### src/hdl/msvg_pkg.sv
`default_nettype none
// ----------------------------------------------------------------------------
// msvg_pkg
// Shared types and constants of the momentum signal unit with volatility gate.
// ----------------------------------------------------------------------------
package msvg_pkg;

  localparam int FRAC_BITS  = 24;
  localparam int MEAN_DEPTH = 64;
  localparam int MEAN_AW    = 6;
  localparam int VOL_N      = 20;
  localparam int VOL_AW     = 5;
  localparam int RET_W      = 30;
  localparam int IDX_W      = 7;
  localparam int DIV_NW     = 36;
  localparam int DIV_DW     = 32;

  localparam logic [IDX_W-1:0]  BAR_SAT   = 7'd84;
  localparam logic [RET_W-1:0]  RET_LIMIT = 30'd268435456;
  localparam logic [VOL_AW-1:0] VOL_LAST  = 5'd19;
  localparam logic [IDX_W-1:0]  VOL_SPAN  = 7'd20;
  localparam logic [IDX_W-1:0]  MEAN_MAX  = 7'd64;

  localparam logic [1:0] REG_MA_LENGTH  = 2'd0;
  localparam logic [1:0] REG_SIGNAL_THR = 2'd1;
  localparam logic [1:0] REG_VOL_THR    = 2'd2;

  localparam logic [1:0] SIG_NEUTRAL = 2'd0;
  localparam logic [1:0] SIG_LONG    = 2'd1;
  localparam logic [1:0] SIG_SHORT   = 2'd2;

  typedef struct packed {
    logic signed [RET_W-1:0] ret;
    logic [IDX_W-1:0]        idx;
  } item_t;

  typedef struct packed {
    logic [DIV_DW-1:0] rem;
    logic [DIV_NW-1:0] num;
    logic [DIV_DW-1:0] den;
    logic [5:0]        steps;
  } div_req_t;

  typedef enum logic [1:0] {
    F_IDLE,
    F_DIV,
    F_PUSH
  } front_state_t;

  typedef enum logic [3:0] {
    B_IDLE,
    B_WRITE,
    B_SUM,
    B_DRAIN,
    B_MDIV,
    B_MWAIT,
    B_VSS,
    B_VTT,
    B_VRR,
    B_VOO,
    B_VUPD
  } back_state_t;

endpackage
`default_nettype wire

### src/hdl/msvg_queue.sv
`default_nettype none
// ----------------------------------------------------------------------------
// msvg_queue
// Two-entry queue of bar returns between the front and back parts.
// ----------------------------------------------------------------------------
module msvg_queue (
  input  wire logic            clk,
  input  wire logic            rst,
  input  wire logic            push,
  input  wire msvg_pkg::item_t push_item,
  output logic                 full,
  input  wire logic            pop,
  output logic                 not_empty,
  output msvg_pkg::item_t      head
);

  msvg_pkg::item_t mem [2];
  logic            wp;
  logic            rp;
  logic [1:0]      count;

  always_ff @(posedge clk) begin
    if (rst) begin
      wp    <= 1'b0;
      rp    <= 1'b0;
      count <= '0;
    end else begin
      if (push) begin
        wp <= ~wp;
      end
      if (pop) begin
        rp <= ~rp;
      end
      if (push && !pop) begin
        count <= count + 2'd1;
      end else if (pop && !push) begin
        count <= count - 2'd1;
      end
    end
  end

  always_ff @(posedge clk) begin
    if (push) begin
      mem[wp] <= push_item;
    end
  end

  assign full      = count == 2'd2;
  assign not_empty = count != 2'd0;
  assign head      = mem[rp];

endmodule
`default_nettype wire

### config.mk
export PLATFORM = sky130hd
export DESIGN_NAME = msvg_queue
export DESIGN_NICKNAME = d
export VERILOG_FILES = /design/src/hdl/msvg_pkg.sv /design/src/hdl/msvg_queue.sv
export SDC_FILE = /design/constraint.sdc
export NUM_CORES = 1
export LEC_CHECK = 0
export BUFFER_PORTS_ARGS = -buffer_cell sky130_fd_sc_hd__buf_4
export CAP_MARGIN = 10
export CORE_ASPECT_RATIO = 0.5
export CORE_MARGIN = 5
export CORE_UTILIZATION = 46
export CTS_CLUSTER_DIAMETER = 100
export DETAILED_ROUTE_END_ITERATION = 10
export GPL_ROUTABILITY_DRIVEN = 0
export PLACE_DENSITY = 0.77
export RECOVER_POWER = 50
export SETUP_SLACK_MARGIN = 0.02
export SKIP_LAST_GASP = 1
export SLEW_MARGIN = 10
export SYNTH_ARGS = -nofsm -noshare
export SYNTH_HDL_FRONTEND = slang
export SYNTH_SLANG_ARGS = --single-unit
### constraint.sdc
create_clock -name clk -period 2.4 [get_ports clk]
set_input_delay 0.48 -clock clk [delete_from_list [all_inputs] [get_ports clk]]
set_output_delay 0.48 -clock clk [all_outputs]
set_load 0.01 [all_outputs]
* Word level (Yosys, flattened, before mapping) *
Memory sizes are Yosys's and may differ from the RTL's. A register that Yosys moved wholly into a read port is not among the register bits.
Index checks and enable logic that the tools add are counted.

cells by class
  muxes and demuxes = 6
  reduce and logical (&&, ||, !) cells = 6
  bitwise logic cells = 2
  $add $sub $neg = 2
  eq/ne operators = 1

operators by type and width
  cell                                                                 number
  1-bit 2-to-1 mux                                                     4
  2-bit 2-to-1 mux                                                     2
  2-bit nonzero test                                                   2
  2-bit by 1-bit adder with 2-bit output (second input constant)       1
  2-bit equality test (second input constant)                          1
  1-bit logical AND                                                    2
  1-bit zero test                                                      2
  1-bit inverter                                                       2
  2-bit by 1-bit subtractor with 2-bit output (second input constant)  1

storage, ports and cells
  memory bits (writable) = 74
  word-level logic and storage cells = 21
  memories kept = 1
  register bits = 4

memories
  name  words  width  rd ports  clocked after Yosys merged registers in  wr ports  line              text
  mem   2      37     1         1                                        1         msvg_queue.sv:17  msvg_pkg::item_t mem [2];

* Depth between registers and ports, before layout *
  depth in word-level cells = 4
  mapped depth = 5
  gate-level depth less buffers = 5

* Worst setup path after synthesis *
No wires, ideal clock.

  path kind = input to register
  start = input push
  end = memory mem[0][0] (netlist name) (enable)
  path slack = -177 ps
  library setup time = 436 ps
  required time = 1964 ps
  stages on the path = 1
  arrival time = 2141 ps
  buffers on the path = 0
  cells stage by stage = nor2b_1

between the ends
  longest elaborated chain between the ends = 2

RTL lines
  element                                 line              text
  start: declaration                      msvg_queue.sv:9   input wire logic push,
  1-bit 2-to-1 mux                        msvg_queue.sv:43  if (push) begin
  1-bit 2-to-1 mux (not written as such)  msvg_queue.sv:44  mem[wp] <= push_item;
  end: declaration                        msvg_queue.sv:17

Every way passes these cells.

==> summary.txt <==
Clocking
  • TritonCTS clock tree: yes
  • Sink Count: between 70 and 80
  • Post-CTS Repair Setup Buffers: 0
  • Root Driver: clkbuf_16
  • H-tree levels: 3
  • Clock-pin transition on the worst setup and hold timing paths: 0.06 ns
  • CTS Buffer Depth: 2
  • Cts hold-fix bufs: 0
  • Resize count post-CTS: 0
  • Total CTS buffers: 9
  • Clk_lat worst skew: 0.33 ns

Global routing
  • Gr usage total: 0.146
  • Initial antenna violation count: 0
  • Vias in the first global route: 1724
  • Largest net degree at the start of global routing: 24
  • First-pass GRT wire length: 8640 um
  • Grt total ovfl: 0

Worst setup path
  • Type of the worst setup path: reg2out
  • Crit start category: flop
  • Critical Path RT: 1.92 ns
  • CP endpoint kind: primary output
  • Reg2reg end: mem[0][21]$_DFFE_PP_
  • CP endpoint: head[0]
  • Flop2flop setup slack: a little over 0.6 ns
  • Arrival time worst endpoint: about 1.7 ns
  • CP Max Fanout: 22
  • Reg2reg start: wp$_SDFFE_PP0P_
  • Worst r2r path cells: 2

Timing
  • RSZ-0062 raised after global routing: false
  • Highest clock rate: approximately 460 MHz
  • Setup TNS: 0 ns
  • Setup Viol. Count Final: 0
  • Least-Margin Pin Slew: 0.962 ns
  • Final Max Slew Viols: 0
  • Minimum clock period: 2.15 ns
  • Endpoints failing hold: 0
  • Worst clock skew: around 0.0062 ns
  • Setup ws final: about 0.25 ns
  • Max-slew headroom: 0.356
  • Post-route clock period utilization: 0.896

Logic synthesis
  • Ys async rst share: 0
  • Top post-synthesis cells by area: edfxtp_1 (77%), mux2_2 (14%), dfxtp_1 (3.5%), buf_6 (1.2%), xnor2_1 (0.61%)
  • Largest family of logic cells by synthesized area: multiplexers
  • Post-synth top area cell: edfxtp_1
  • Synth Area in Compound Gates: 0.00347
  • Synth Area per Inst: 21.1 um^2
  • Seq/Total Area, Yosys: 0.804
  • Simple-Gate Fraction of Synth Area: 0.0169
  • Yosys top cell area share: 0.769
  • Mux contribution to synthesized area: 0.144
  • Post-synthesis cell type count: 17
  • Syn nets: about 180
  • Post-synth EDFFs: 74
  • Synth warn: 0
  • Most numerous cell in the Yosys netlist: edfxtp_1
  • Syn Inst Count: about 140
  • Synth Area in Adders: 0.00433
  • Synth cell count leaders: edfxtp_1 (74), mux2_2 (37), dfxtp_1 (5)
  • Synth Area in XOR/XNOR: 0.0121
  • Prevailing post-synth register cell: edfxtp_1
  • #FFs+latches synth: 79
  • Synth Cell Area: between 2000 and 3000 um^2

Floorplan
  • Number of I/O pins: 80
  • Die Y: 66.0 um
  • Initial Util: 0.475
  • Die area: around 8100 um^2
  • Row cnt: 20
  • Core area: between 6000 and 7000 um^2
  • Die X: 122 um

Pwr
  • Pwr/cell area: just under 900 nW/um^2
  • Power after layout: between 3 and 4 mW
  • Lkg Pwr: around 1.4 nW
  • VDD IR max: 0.369 mV

Cells and area
  • Post-route cell area: around 4000 um^2
  • # diodes: 0
  • Fin nets: 270
  • Syn-to-layout area delta: 34.6%
  • Share of layout cells above drive strength 1: 0.554

Routing
  • Total number of vias: around 1500
  • WL final: ~5400 um
  • Drt first pass iters: 4
  • Drt drc: 0
  • DRT iter0 DRCs: just over 80
  • ANT nets after route: 0
  • Vias per cell: around 4.8
  • Drt wl/cell: 16.8 um

Run status
  • Status: finished, final reports clean

Placement
  • Post-DP Area: approximately 3600 um^2
  • Hpwl dp: 3700 um
  • Place WS: ~0.59 ns
  • I/O Buffers: 79

Hold path
  • Worst Hold Class: in2reg

Job
  • Max_cap viols: 0
[placed cells by master, fill, tap and decap left out]
cell type,netlist,routed
a21oi_1,1,1
and2_2,0,1
and2b_2,1,1
buf_12,0,1
buf_4,0,45
bufinv_16,0,2
clkbuf_1,0,13
clkbuf_16,0,9
clkbuf_4,0,26
clkbuf_8,0,1
clkinv_2,0,1
clkinv_4,0,1
clkinvlp_4,0,1
dfxtp_1,5,4
dfxtp_2,0,1
edfxtp_1,74,74
ha_1,1,1
inv_1,1,1
mux2_2,37,37
nor2_1,4,4
nor2b_2,0,1
o21ai_0,1,1
or2_2,1,1
or3_1,1,1
xnor2_1,2,2
xor2_1,2,2
[cell families (layout without fill, tap and decap cells)]
logic type,count (synthesis),count (layout)
flip-flops,79,79
multiplexers,37,37
AND/OR/NAND/NOR,9,9
buffers and inverters,5,101
XOR/XNOR,4,4
AO/OA/AOI/OAI,2,2
adder cells (fa/ha/maj),1,1
[per-stage QoR]
stage / util / hold WS, ns / instances
2_1_floorplan: - / 0.456 / 137
3_3_place_gp: 0.594 / 0.467 / 305
3_5_place_dp: 0.594 / 0.509 / 305
4_1_cts: 0.647 / 0.327 / 321
5_1_grt: 0.639 / 0.338 / 321
6_report: 0.639 / 0.346 / 321
[metal layers]
layer	up-vias	global-route usage	wire (um)
met5	-	0	0
met4	0	0.0418	51
met3	6	0.0658	313
met2	35	0.275	3000
met1	765	0.148	2030
li1	719	-	-
[registers in the layout, indices dropped and copies added (netlist names), named ones only]
register  count
count         2
wp            1
mem          74
rp            1
[area by class of cell]
type                            instances  area (um^2)
Fill cell                             441         2190
Multi-Input combinational cell         53          527
Sequential cell                        79         2320
Clock buffer                           11          243
Inverter                                1         3.75
Tap cell                               88          110
Clock inverter                          5         81.3
Timing Repair Buffer                   84          598
[power breakdown]
group	internal (mW)	switching, mW	leakage, nW	total [mW]
registers	1.61	0.0353	0.736	1.64
clock network	0.938	0.494	0.156	1.43
logic	0.215	0.176	0.556	0.391
[worst max-delay path, cell delays in order, from the launching register on]
cell	delay, ns
dfxtp_2	0.59
buf_12	0.24
mux2_2	0.36
buf_4	0.15
[worst min-delay path by stage]
stage	slack, ns	to	cells past startpoint	start
global placement	0.47	count[1]$_SDFFE_PP0P_	2	count[1]$_SDFFE_PP0P_
detailed placement	0.51	rp$_SDFFE_PP0P_	2	rp$_SDFFE_PP0P_
finish	0.35	count[0]$_SDFFE_PP0P_	2	rst
global route	0.34	rp$_SDFFE_PP0P_	2	rst
CTS	0.33	mem[1][34]$_DFFE_PP_	1	push_item[34]
floorplan	0.46	count[1]$_SDFFE_PP0P_	2	count[1]$_SDFFE_PP0P_
Note: power is estimated with default switching activity, not from simulation.
