<file path="src/hdl/msvg_pkg.sv">
`default_nettype none
// ----------------------------------------------------------------------------
// msvg_pkg
// Shared types and constants of the momentum signal unit with volatility gate.
// ----------------------------------------------------------------------------
package msvg_pkg;

  localparam int FRAC_BITS  = 24;
  localparam int MEAN_DEPTH = 64;
  localparam int MEAN_AW    = 6;
  localparam int VOL_N      = 20;
  localparam int VOL_AW     = 5;
  localparam int RET_W      = 30;
  localparam int IDX_W      = 7;
  localparam int DIV_NW     = 36;
  localparam int DIV_DW     = 32;

  localparam logic [IDX_W-1:0]  BAR_SAT   = 7'd84;
  localparam logic [RET_W-1:0]  RET_LIMIT = 30'd268435456;
  localparam logic [VOL_AW-1:0] VOL_LAST  = 5'd19;
  localparam logic [IDX_W-1:0]  VOL_SPAN  = 7'd20;
  localparam logic [IDX_W-1:0]  MEAN_MAX  = 7'd64;

  localparam logic [1:0] REG_MA_LENGTH  = 2'd0;
  localparam logic [1:0] REG_SIGNAL_THR = 2'd1;
  localparam logic [1:0] REG_VOL_THR    = 2'd2;

  localparam logic [1:0] SIG_NEUTRAL = 2'd0;
  localparam logic [1:0] SIG_LONG    = 2'd1;
  localparam logic [1:0] SIG_SHORT   = 2'd2;

  typedef struct packed {
    logic signed [RET_W-1:0] ret;
    logic [IDX_W-1:0]        idx;
  } item_t;

  typedef struct packed {
    logic [DIV_DW-1:0] rem;
    logic [DIV_NW-1:0] num;
    logic [DIV_DW-1:0] den;
    logic [5:0]        steps;
  } div_req_t;

  typedef enum logic [1:0] {
    F_IDLE,
    F_DIV,
    F_PUSH
  } front_state_t;

  typedef enum logic [3:0] {
    B_IDLE,
    B_WRITE,
    B_SUM,
    B_DRAIN,
    B_MDIV,
    B_MWAIT,
    B_VSS,
    B_VTT,
    B_VRR,
    B_VOO,
    B_VUPD
  } back_state_t;

endpackage
`default_nettype wire

</file>
<file path="src/hdl/msvg_div.sv">
`default_nettype none
// ----------------------------------------------------------------------------
// msvg_div
// Restoring divider, one quotient bit per cycle, with a preset remainder.
// ----------------------------------------------------------------------------
module msvg_div (
  input  wire logic                      clk,
  input  wire logic                      rst,
  input  wire logic                      start,
  input  wire msvg_pkg::div_req_t        req,
  output logic                           done,
  output logic [msvg_pkg::DIV_NW-1:0]    quot
);

  logic                        busy;
  logic [5:0]                  cnt;
  logic [msvg_pkg::DIV_DW-1:0] rem;
  logic [msvg_pkg::DIV_DW-1:0] den;
  logic [msvg_pkg::DIV_NW-1:0] q;
  logic [msvg_pkg::DIV_DW:0]   trial;
  logic [msvg_pkg::DIV_DW:0]   diff;
  logic                        ge;

  // The numerator shifts out at the top while quotient bits enter below.
  always_comb begin
    trial = {rem, q[msvg_pkg::DIV_NW-1]};
    ge    = trial >= {1'b0, den};
    diff  = trial - {1'b0, den};
  end

  always_ff @(posedge clk) begin
    if (rst) begin
      busy <= 1'b0;
      done <= 1'b0;
      cnt  <= '0;
    end else begin
      done <= 1'b0;
      if (start) begin
        busy <= 1'b1;
        cnt  <= req.steps;
      end else if (busy) begin
        cnt <= cnt - 6'd1;
        if (cnt == 6'd1) begin
          busy <= 1'b0;
          done <= 1'b1;
        end
      end
    end
  end

  always_ff @(posedge clk) begin
    if (start) begin
      rem <= req.rem;
      q   <= req.num;
      den <= req.den;
    end else if (busy) begin
      rem <= ge ? diff[msvg_pkg::DIV_DW-1:0] : trial[msvg_pkg::DIV_DW-1:0];
      q   <= {q[msvg_pkg::DIV_NW-2:0], ge};
    end
  end

  assign quot = q;

endmodule
`default_nettype wire

</file>
<file path="src/hdl/msvg_front.sv">
`default_nettype none
// ----------------------------------------------------------------------------
// msvg_front
// Accepts close prices, classifies each bar and works out its Q24 return.
// ----------------------------------------------------------------------------
module msvg_front (
  input  wire logic            clk,
  input  wire logic            rst,
  input  wire logic            in_valid,
  input  wire logic [31:0]     close_price,
  output logic                 in_stall,
  input  wire logic            full,
  output logic                 push,
  output msvg_pkg::item_t      push_item
);

  msvg_pkg::front_state_t state, state_next;

  logic [31:0]                     prev_close;
  logic [msvg_pkg::IDX_W-1:0]      bar_count;
  logic [msvg_pkg::IDX_W-1:0]      idx;
  logic                            neg;
  logic signed [msvg_pkg::RET_W-1:0] ret;

  logic [31:0]                  diff_mag;
  logic                         neg_c;
  logic                         big;
  logic                         trivial;
  logic                         div_start;
  logic                         div_done;
  msvg_pkg::div_req_t           div_req;
  logic [msvg_pkg::DIV_NW-1:0]  quot;
  logic signed [msvg_pkg::RET_W-1:0] qs;

  always_comb begin
    neg_c    = close_price < prev_close;
    diff_mag = neg_c ? prev_close - close_price : close_price - prev_close;
    // A quotient of 16.0 or more saturates, so the division needs 28 bits only.
    big      = {4'b0, diff_mag} >= {prev_close, 4'b0};
    trivial  = (bar_count == '0) || (prev_close == '0);
    div_req.rem   = {4'b0, diff_mag[31:4]};
    div_req.num   = {diff_mag[3:0], 32'b0};
    div_req.den   = prev_close;
    div_req.steps = 6'd28;
    qs = $signed({1'b0, quot[28:0]});
  end

  always_comb begin
    state_next = state;
    unique case (state)
      msvg_pkg::F_IDLE: begin
        if (in_valid) begin
          state_next = (trivial || big) ? msvg_pkg::F_PUSH : msvg_pkg::F_DIV;
        end
      end
      msvg_pkg::F_DIV: begin
        if (div_done) begin
          state_next = msvg_pkg::F_PUSH;
        end
      end
      msvg_pkg::F_PUSH: begin
        if (!full) begin
          state_next = msvg_pkg::F_IDLE;
        end
      end
      default: state_next = msvg_pkg::F_IDLE;
    endcase
  end

  always_comb begin
    in_stall  = state != msvg_pkg::F_IDLE;
    push      = (state == msvg_pkg::F_PUSH) && !full;
    div_start = (state == msvg_pkg::F_IDLE) && in_valid && !trivial && !big;
    push_item = '{ret: ret, idx: idx};
  end

  always_ff @(posedge clk) begin
    if (rst) begin
      state     <= msvg_pkg::F_IDLE;
      bar_count <= '0;
    end else begin
      state <= state_next;
      if (state == msvg_pkg::F_IDLE && in_valid && bar_count < msvg_pkg::BAR_SAT) begin
        bar_count <= bar_count + 7'd1;
      end
    end
  end

  always_ff @(posedge clk) begin
    if (state == msvg_pkg::F_IDLE && in_valid) begin
      prev_close <= close_price;
      idx        <= bar_count;
      neg        <= neg_c;
      if (trivial) begin
        ret <= '0;
      end else if (big) begin
        ret <= neg_c ? -$signed(msvg_pkg::RET_LIMIT) : $signed(msvg_pkg::RET_LIMIT);
      end
    end else if (state == msvg_pkg::F_DIV && div_done) begin
      ret <= neg ? -qs : qs;
    end
  end

  msvg_div u_div (
    .clk   (clk),
    .rst   (rst),
    .start (div_start),
    .req   (div_req),
    .done  (div_done),
    .quot  (quot)
  );

endmodule
`default_nettype wire

</file>
<file path="config.mk">
export PLATFORM = sky130hd
export DESIGN_NAME = msvg_front
export DESIGN_NICKNAME = d
export VERILOG_FILES = /design/src/hdl/msvg_pkg.sv /design/src/hdl/msvg_div.sv /design/src/hdl/msvg_front.sv
export SDC_FILE = /design/constraint.sdc
export NUM_CORES = 1
export LEC_CHECK = 0
export BUFFER_PORTS_ARGS = -buffer_cell sky130_fd_sc_hd__buf_2
export CORE_UTILIZATION = 30
export DETAILED_ROUTE_END_ITERATION = 16
export PLACE_DENSITY = 0.48
export SLEW_MARGIN = 20
export SYNTH_ARGS = -nofsm -noshare
export SYNTH_HDL_FRONTEND = slang
export SYNTH_SLANG_ARGS = --single-unit
</file>
<file path="constraint.sdc">
create_clock -name clk -period 6.3 [get_ports clk]
set_input_delay 0.63 -clock clk [delete_from_list [all_inputs] [get_ports clk]]
set_output_delay 0.63 -clock clk [all_outputs]
set_load 0.02 [all_outputs]
</file>
## Word level (Yosys, flattened, before mapping)

Index checks and enable logic that the tools add are counted.
W data, S select, Z words.

- Register bits after elaboration: 187
- Input bits: 36
- Word-level logic and storage cells: 77

- Add/sub/neg operators: 6
- Order comparisons: 4
- Eq/ne operators: 7
- Muxes and demuxes: 23
- Bitwise operators: 1
- Reduce and logical (&&, ||, !) cells: 21

Operators with widths:

| cell | number |
|---|---|
| $mux W30 | 6 |
| $sub A32 B32 Y32 | 3 |
| $mux W36 | 2 |
| $mux W32 | 2 |
| $mux W28 | 2 |
| $ge A32 B36 Y1 | 1 |
| $ge A33 B32 Y1 | 1 |
| $logic_not A32 Y1 | 1 |
| $lt A32 B32 Y1 | 1 |
| $neg A29 Y30 | 1 |
| $mux W5 | 2 |
| $mux W2 | 4 |
| $add A7 B1 Y7 const B | 1 |
| $logic_not A7 Y1 | 1 |
| $lt A7 B7 Y1 const B | 1 |
| $eq A6 B1 Y1 const B | 1 |
| $logic_and A1 B1 Y1 | 6 |
| $pmux W2 S3 | 1 |
| $reduce_bool A2 Y1 | 3 |
| $sub A6 B1 Y6 const B | 1 |
| $mux W1 | 4 |
| $ne A2 B2 Y1 const B | 2 |
| $logic_not A1 Y1 | 3 |
| $ne A3 B3 Y1 const B | 1 |
| 10 further kinds | 11 |

## Logic depth before layout (Yosys ltp)

- Depth in word-level cells: 7
- Gate-level depth with buffers: 26

## Hierarchy

From an unflattened synthesis, not the netlist that was laid out.

- Cell total of the unflattened synthesis: 1460
- Area total of the unflattened synthesis: 14049.7 µm²

Modules (own cells, without submodules):

| module | times used | cells an instance | area each (µm²) |
|---|---|---|---|
| msvg_front | 1 | 837 | 7414.6 |
| msvg_div | 1 | 623 | 6635.1 |

## Worst setup path before layout

No wires, ideal clock.

- Kind: input to register
- Start point: input close_price[0]
- End point: register u_div.q, in the netlist u_div.quot[32], enable pin
- Arrival time: 5.103 ns
- Required time: 5.925 ns
- Setup slack: 0.823 ns
- Stages on the path: 22
- Path buffers: 3
- Cells stage by stage: inv_1 > ha_1 > fa_1 > nand2b_1 > a21oi_1 > o21ai_1 > a311o_1 > nand2_1 > buf_4 > buf_4 > mux2i_1 > xor2_1 > ha_1 > a21o_1 > a21o_1 > a21oi_1 > o21ai_0 > a221oi_1 > o2bb2ai_1 > nor3_4 > buf_4 > or2_2

- Longest elaborated chain between the ends: 6
- Elaborated cells on any way between the ends: 8

Ends and longest elaborated chain:

| element | line | RTL |
|---|---|---|
| start, declared | msvg_front.sv:10 | `input wire logic [31:0] close_price,` |
| $sub A32 B32 Y32 / $lt A32 B32 Y1 (equally long branches) | msvg_front.sv:37, msvg_front.sv:36 |  |
| $mux W32 * | msvg_front.sv:37 | `diff_mag = neg_c ? prev_close - close_price : close_price - prev_close;` |
| $ge A32 B36 Y1 * | msvg_front.sv:39 | `big = {4'b0, diff_mag} >= {prev_close, 4'b0};` |
| $logic_not A1 Y1 * | msvg_front.sv:73 | `div_start = (state == msvg_pkg::F_IDLE) && in_valid && !trivial && !big;` |
| $logic_and A1 B1 Y1 * | msvg_front.sv:73 |  |
| $reduce_bool A2 Y1 (no line) * | - |  |
| end signal, assigned | msvg_div.sv:54 | `q <= req.num;` |
| end signal, assigned | msvg_div.sv:58 | `q <= {q[msvg_pkg::DIV_NW-2:0], ge};` |
| end, declared | msvg_div.sv:19 | `logic [msvg_pkg::DIV_NW-1:0] q;` |

Every way passes the cells marked *; elsewhere a longest branch is shown, timed or not.
A chain may end at the register's enable or synchronous reset.

## Final worst setup path

- Start point: register prev_close[23]
- End point: register u_div.rem[9] (netlist name) (data pin)

- Longest elaborated chain between the ends: 6
- Elaborated cells on any way between the ends: 12

Ends and longest elaborated chain:

| element | line | RTL |
|---|---|---|
| start, declared | msvg_front.sv:19 | `logic [31:0] prev_close;` |
| start signal, assigned | msvg_front.sv:91 | `prev_close <= close_price;` |
| $sub A32 B32 Y32 (tied with other cells) | msvg_front.sv:37 |  |
| $mux W32 / $logic_or A1 B1 Y1 (equally long branches) | msvg_front.sv:37, msvg_front.sv:40 |  |
| $ge A32 B36 Y1 / $logic_not A1 Y1 (equally long branches) | msvg_front.sv:39, msvg_front.sv:73 |  |
| $logic_not A1 Y1 / $logic_and A1 B1 Y1 (equally long branches) | msvg_front.sv:73 |  |
| $logic_and A1 B1 Y1 | msvg_front.sv:73 |  |
| $mux W28 * | msvg_div.sv:52 | `if (start) begin` |
| end signal, assigned | msvg_div.sv:53 | `rem <= req.rem;` |
| end signal, assigned | msvg_div.sv:57 | `rem <= ge ? diff[msvg_pkg::DIV_DW-1:0] : trial[msvg_pkg::DIV_DW-1:0];` |
| end, declared | msvg_div.sv:17 | `logic [msvg_pkg::DIV_DW-1:0] rem;` |

Marked as above.

==> impl_metrics.env <==
export IMPL_yosys_top_cells_count="edfxtp_1, nor2_1, inv_1"
export IMPL_seq_area_um2=5090
export IMPL_finalClockSkew_ps=13.3
export IMPL_async_flop_share=0
export IMPL_syn_nets=1617
export IMPL_multi_input_area_um2=7770
export IMPL_switching_share=0.415
export IMPL_clk_pin_slew_ps=80
export IMPL_max_slew_worst_pin_slew_ps=913
export IMPL_min_to="prev_close[19]"
export IMPL_total_power_uw=6670
export IMPL_setup_violations=0
export IMPL_wl_met3_mm=1.60
export IMPL_tritoncts="done"
export IMPL_htreeDepth=4
export IMPL_ant_nets=0
export IMPL_met1Wirelength_mm=19.0
export IMPL_crit_type="reg2reg"
export IMPL_maxSlewHeadroom=0.391
export IMPL_whs_path_depth=1
export IMPL_rsz0062_at_grt="false"
export IMPL_syn2layout_area_growth_pct=15.0
export IMPL_synth_top_area_cell="edfxtp_1"
export IMPL_grt_ovfl_total=0
export IMPL_clkPwrFrac=0.171
export IMPL_core_area_um2=44500
export IMPL_crit_path_start_kind="flop"
export IMPL_cap_violations=0
export IMPL_dp_hpwl_mm=30.7
export IMPL_power_density_nw_per_um2=426
export IMPL_cp_max_fo=16
export IMPL_start_util=0.306
export IMPL_finalHoldViolCount=0
export IMPL_place_port_buffers=74
export IMPL_fin_ws_ps=417
export IMPL_grt_max_degree=70
export IMPL_vias=11033
export IMPL_yosysWarningCount=0
export IMPL_finalCritPeriodShare=0.934
export IMPL_drive_gt1_frac=0.158
export IMPL_die_y_um=215
export IMPL_r2r_end="u_div.rem[9]"
export IMPL_drt_total_wl_mm=39.0
export IMPL_outcome="complete, no violations"
export IMPL_root_buffer="clkbuf_16"
export IMPL_vias_per_cell=5.11
export IMPL_end_kind="flop"
export IMPL_synth_main_ff_cell="edfxtp_1"
export IMPL_synth_seq_cells=187
export IMPL_fill_cells=4608
export IMPL_syn_area_um2=13600
export IMPL_post_drt_wl_per_cell_um=18.0
export IMPL_worstHoldStart="close_price[19]"
export IMPL_r2r_slack_ps=420
export IMPL_p_comb_frac=0.540
export IMPL_antenna_found_initial=1
export IMPL_wl_met2_mm=17.6
export IMPL_first_global_vias=10807
export IMPL_clockBufferDepth=2
export IMPL_netlist_instances=1450
export IMPL_syn_avg_cell_area_um2=9.40
export IMPL_track_usage=0.170
export IMPL_nets=1722
export IMPL_synth_edf_count=134
export IMPL_synth_most_common_cell="edfxtp_1"
export IMPL_hold_path_class="in2reg"
export IMPL_row_count=77
export IMPL_cts_sinks=187
export IMPL_synth_top_area_share=0.295
export IMPL_post_cts_buffers=0
export IMPL_setup_tns_ps=0
export IMPL_diodes=0
export IMPL_cts_buffers=17
export IMPL_fmax_ghz=0.170
export IMPL_ios=75
export IMPL_holdWs_ps=370
export IMPL_globalplace_congestion=0.895
export IMPL_internal_power_uw=3900
export IMPL_highest_signal_layer="met4"
export IMPL_r2r_cells=20
export IMPL_final_max_slew_viol_count=0
export IMPL_p_leak_uw=0.00671
export IMPL_min_period_ps=5880
export IMPL_drt_iter0_drc=739
export IMPL_r2r_start="prev_close[23]"
export IMPL_clk_latency_ps=470
export IMPL_seq_power_share=0.289
export IMPL_synth_top_cells_by_area="edfxtp_1, ha_1, dfxtp_1, mux2i_1, nor2_1"
export IMPL_synth_seq_area_share=0.373
export IMPL_hold_buffers=0
export IMPL_die_width_um=215
export IMPL_ys_types=75
export IMPL_peakVddDrop_mv=0.203
export IMPL_drc=0
export IMPL_p_sw_uw=2770
export IMPL_dieArea_um2=46300
export IMPL_grt_first_pass_wirelength_mm=61.2
export IMPL_crit_required_ps=6510
export IMPL_critPathArrivalTime_ps=6090
export IMPL_dr_pass1_iters=5
export IMPL_place_ws_ps=20.9
[cells in the final DEF, fill, tap and decap left out, drive strengths merged, types with 4 or more instances in the layout]
| master | instances |
|---|---|
| nor4 | 12 |
| a311oi | 4 |
| clkinv | 6 |
| o21bai | 10 |
| or3 | 11 |
| xnor2 | 39 |
| dfxtp | 53 |
| a31oi | 18 |
| o31ai | 22 |
| o2111ai | 4 |
| mux2 | 50 |
| o21a | 13 |
| nand2 | 91 |
| a22oi | 4 |
| a211oi | 8 |
| xor2 | 48 |
| o221ai | 4 |
| buf | 142 |
| a21oi | 99 |
| o41ai | 5 |
| a21o | 46 |
| nor2b | 9 |
| nand3 | 17 |
| mux2i | 52 |
| o211ai | 17 |
| inv | 139 |
| nand3b | 6 |
| ha | 128 |
| nand4 | 27 |
| clkbuf | 19 |
| and3 | 5 |
| or2 | 10 |
| nor2 | 133 |
| nand2b | 16 |
| o21ai | 70 |
| a211o | 6 |
| o21ba | 7 |
| and2 | 7 |
| edfxtp | 134 |
| nor3 | 32 |
[worst max-delay path by stage]
stage	from	end	slack, ps	cells past startpoint
final	prev_close[23]	u_div.rem[9]	420	20
after global routing	prev_close[25]	u_div.rem[9]	20	20
after CTS	prev_close[23]	u_div.rem[9]	290	20
after detailed placement	close_price[0]	u_div.rem[7]	20	23
after global placement	close_price[23]	ret[24]	70	24
after floorplan	close_price[0]	u_div.quot[32]	820	22
[state kept, by name (all words and copies together), names as in the netlist, 2 cells and up]
register / count
u_div.rem: 32
u_div.den: 32
idx: 7
ret: 30
bar_count: 7
prev_close: 32
u_div.quot: 36
u_div.cnt: 6
state: 2
[power groups by stage]
stage	Sequential, uW	Combinational, uW	Clock [uW]
2_1_floorplan	2020	2520	0
3_3_place_gp	1950	3600	0
3_5_place_dp	1950	3600	0
4_1_cts	1930	3630	1180
5_1_grt	1960	4000	1220
6_report	1930	3600	1140
[cell families after synthesis]
logic type / Yosys count / share of synthesized area
and+or+nand+nor: 388 / 0.137
AOI/OAI and AO/OA: 366 / 0.176
buffers and inverters: 189 / 0.0568
DFF: 187 / 0.373
adders and majority gates: 131 / 0.122
muxes: 102 / 0.0795
xor gates and xnor gates: 87 / 0.0559
[metrics by stage]
step | instance area [um^2] | utilization | cells
6_report | 15700 | 0.352 | 2160
5_1_grt | 15700 | 0.352 | 2160
4_1_cts | 15700 | 0.352 | 2160
3_5_place_dp | 15100 | 0.338 | 2128
3_3_place_gp | 15100 | 0.338 | 2128
2_1_floorplan | 13600 | - | 1450
[layer usage]
layer,global-route usage,vias to the layer above
met1,0.234,5279
met5,0,-
li1,-,5456
met3,0.0282,42
met2,0.271,256
met4,0.0508,0
[area by class of cell]
class,instances,share of cell area
flip-flops and latches,187,0.325
well taps,592,0.0473
multi-input cells,1074,0.496
clock buffers,19,0.0290
repair buffers,142,0.0618
clock inverters,13,0.00958
inverters,133,0.0319
[worst max-delay path, cell delays in order (launching register included)]
cell       delay (ps)
edfxtp_1          510
ha_2              490
nand4_2           230
nor3_2            370
nand3_1           170
a311o_1           320
nand2_1           230
buf_12            200
mux2i_1           330
xor2_1            280
ha_1              300
a21o_1            180
a21o_1            170
a21oi_1           160
o21ai_0           120
a221oi_1          390
buf_4             190
o2bb2ai_1         110
nor3_4            270
buf_4             250
mux2_1            340
[repair_timing]
action | 4_1_cts | 5_1_grt
resized for setup | 0 | 1
endpoints found under the hold margin | 0 | 0
endpoints found under the setup margin | 0 | 35
Power figures use the tool's default switching activity.
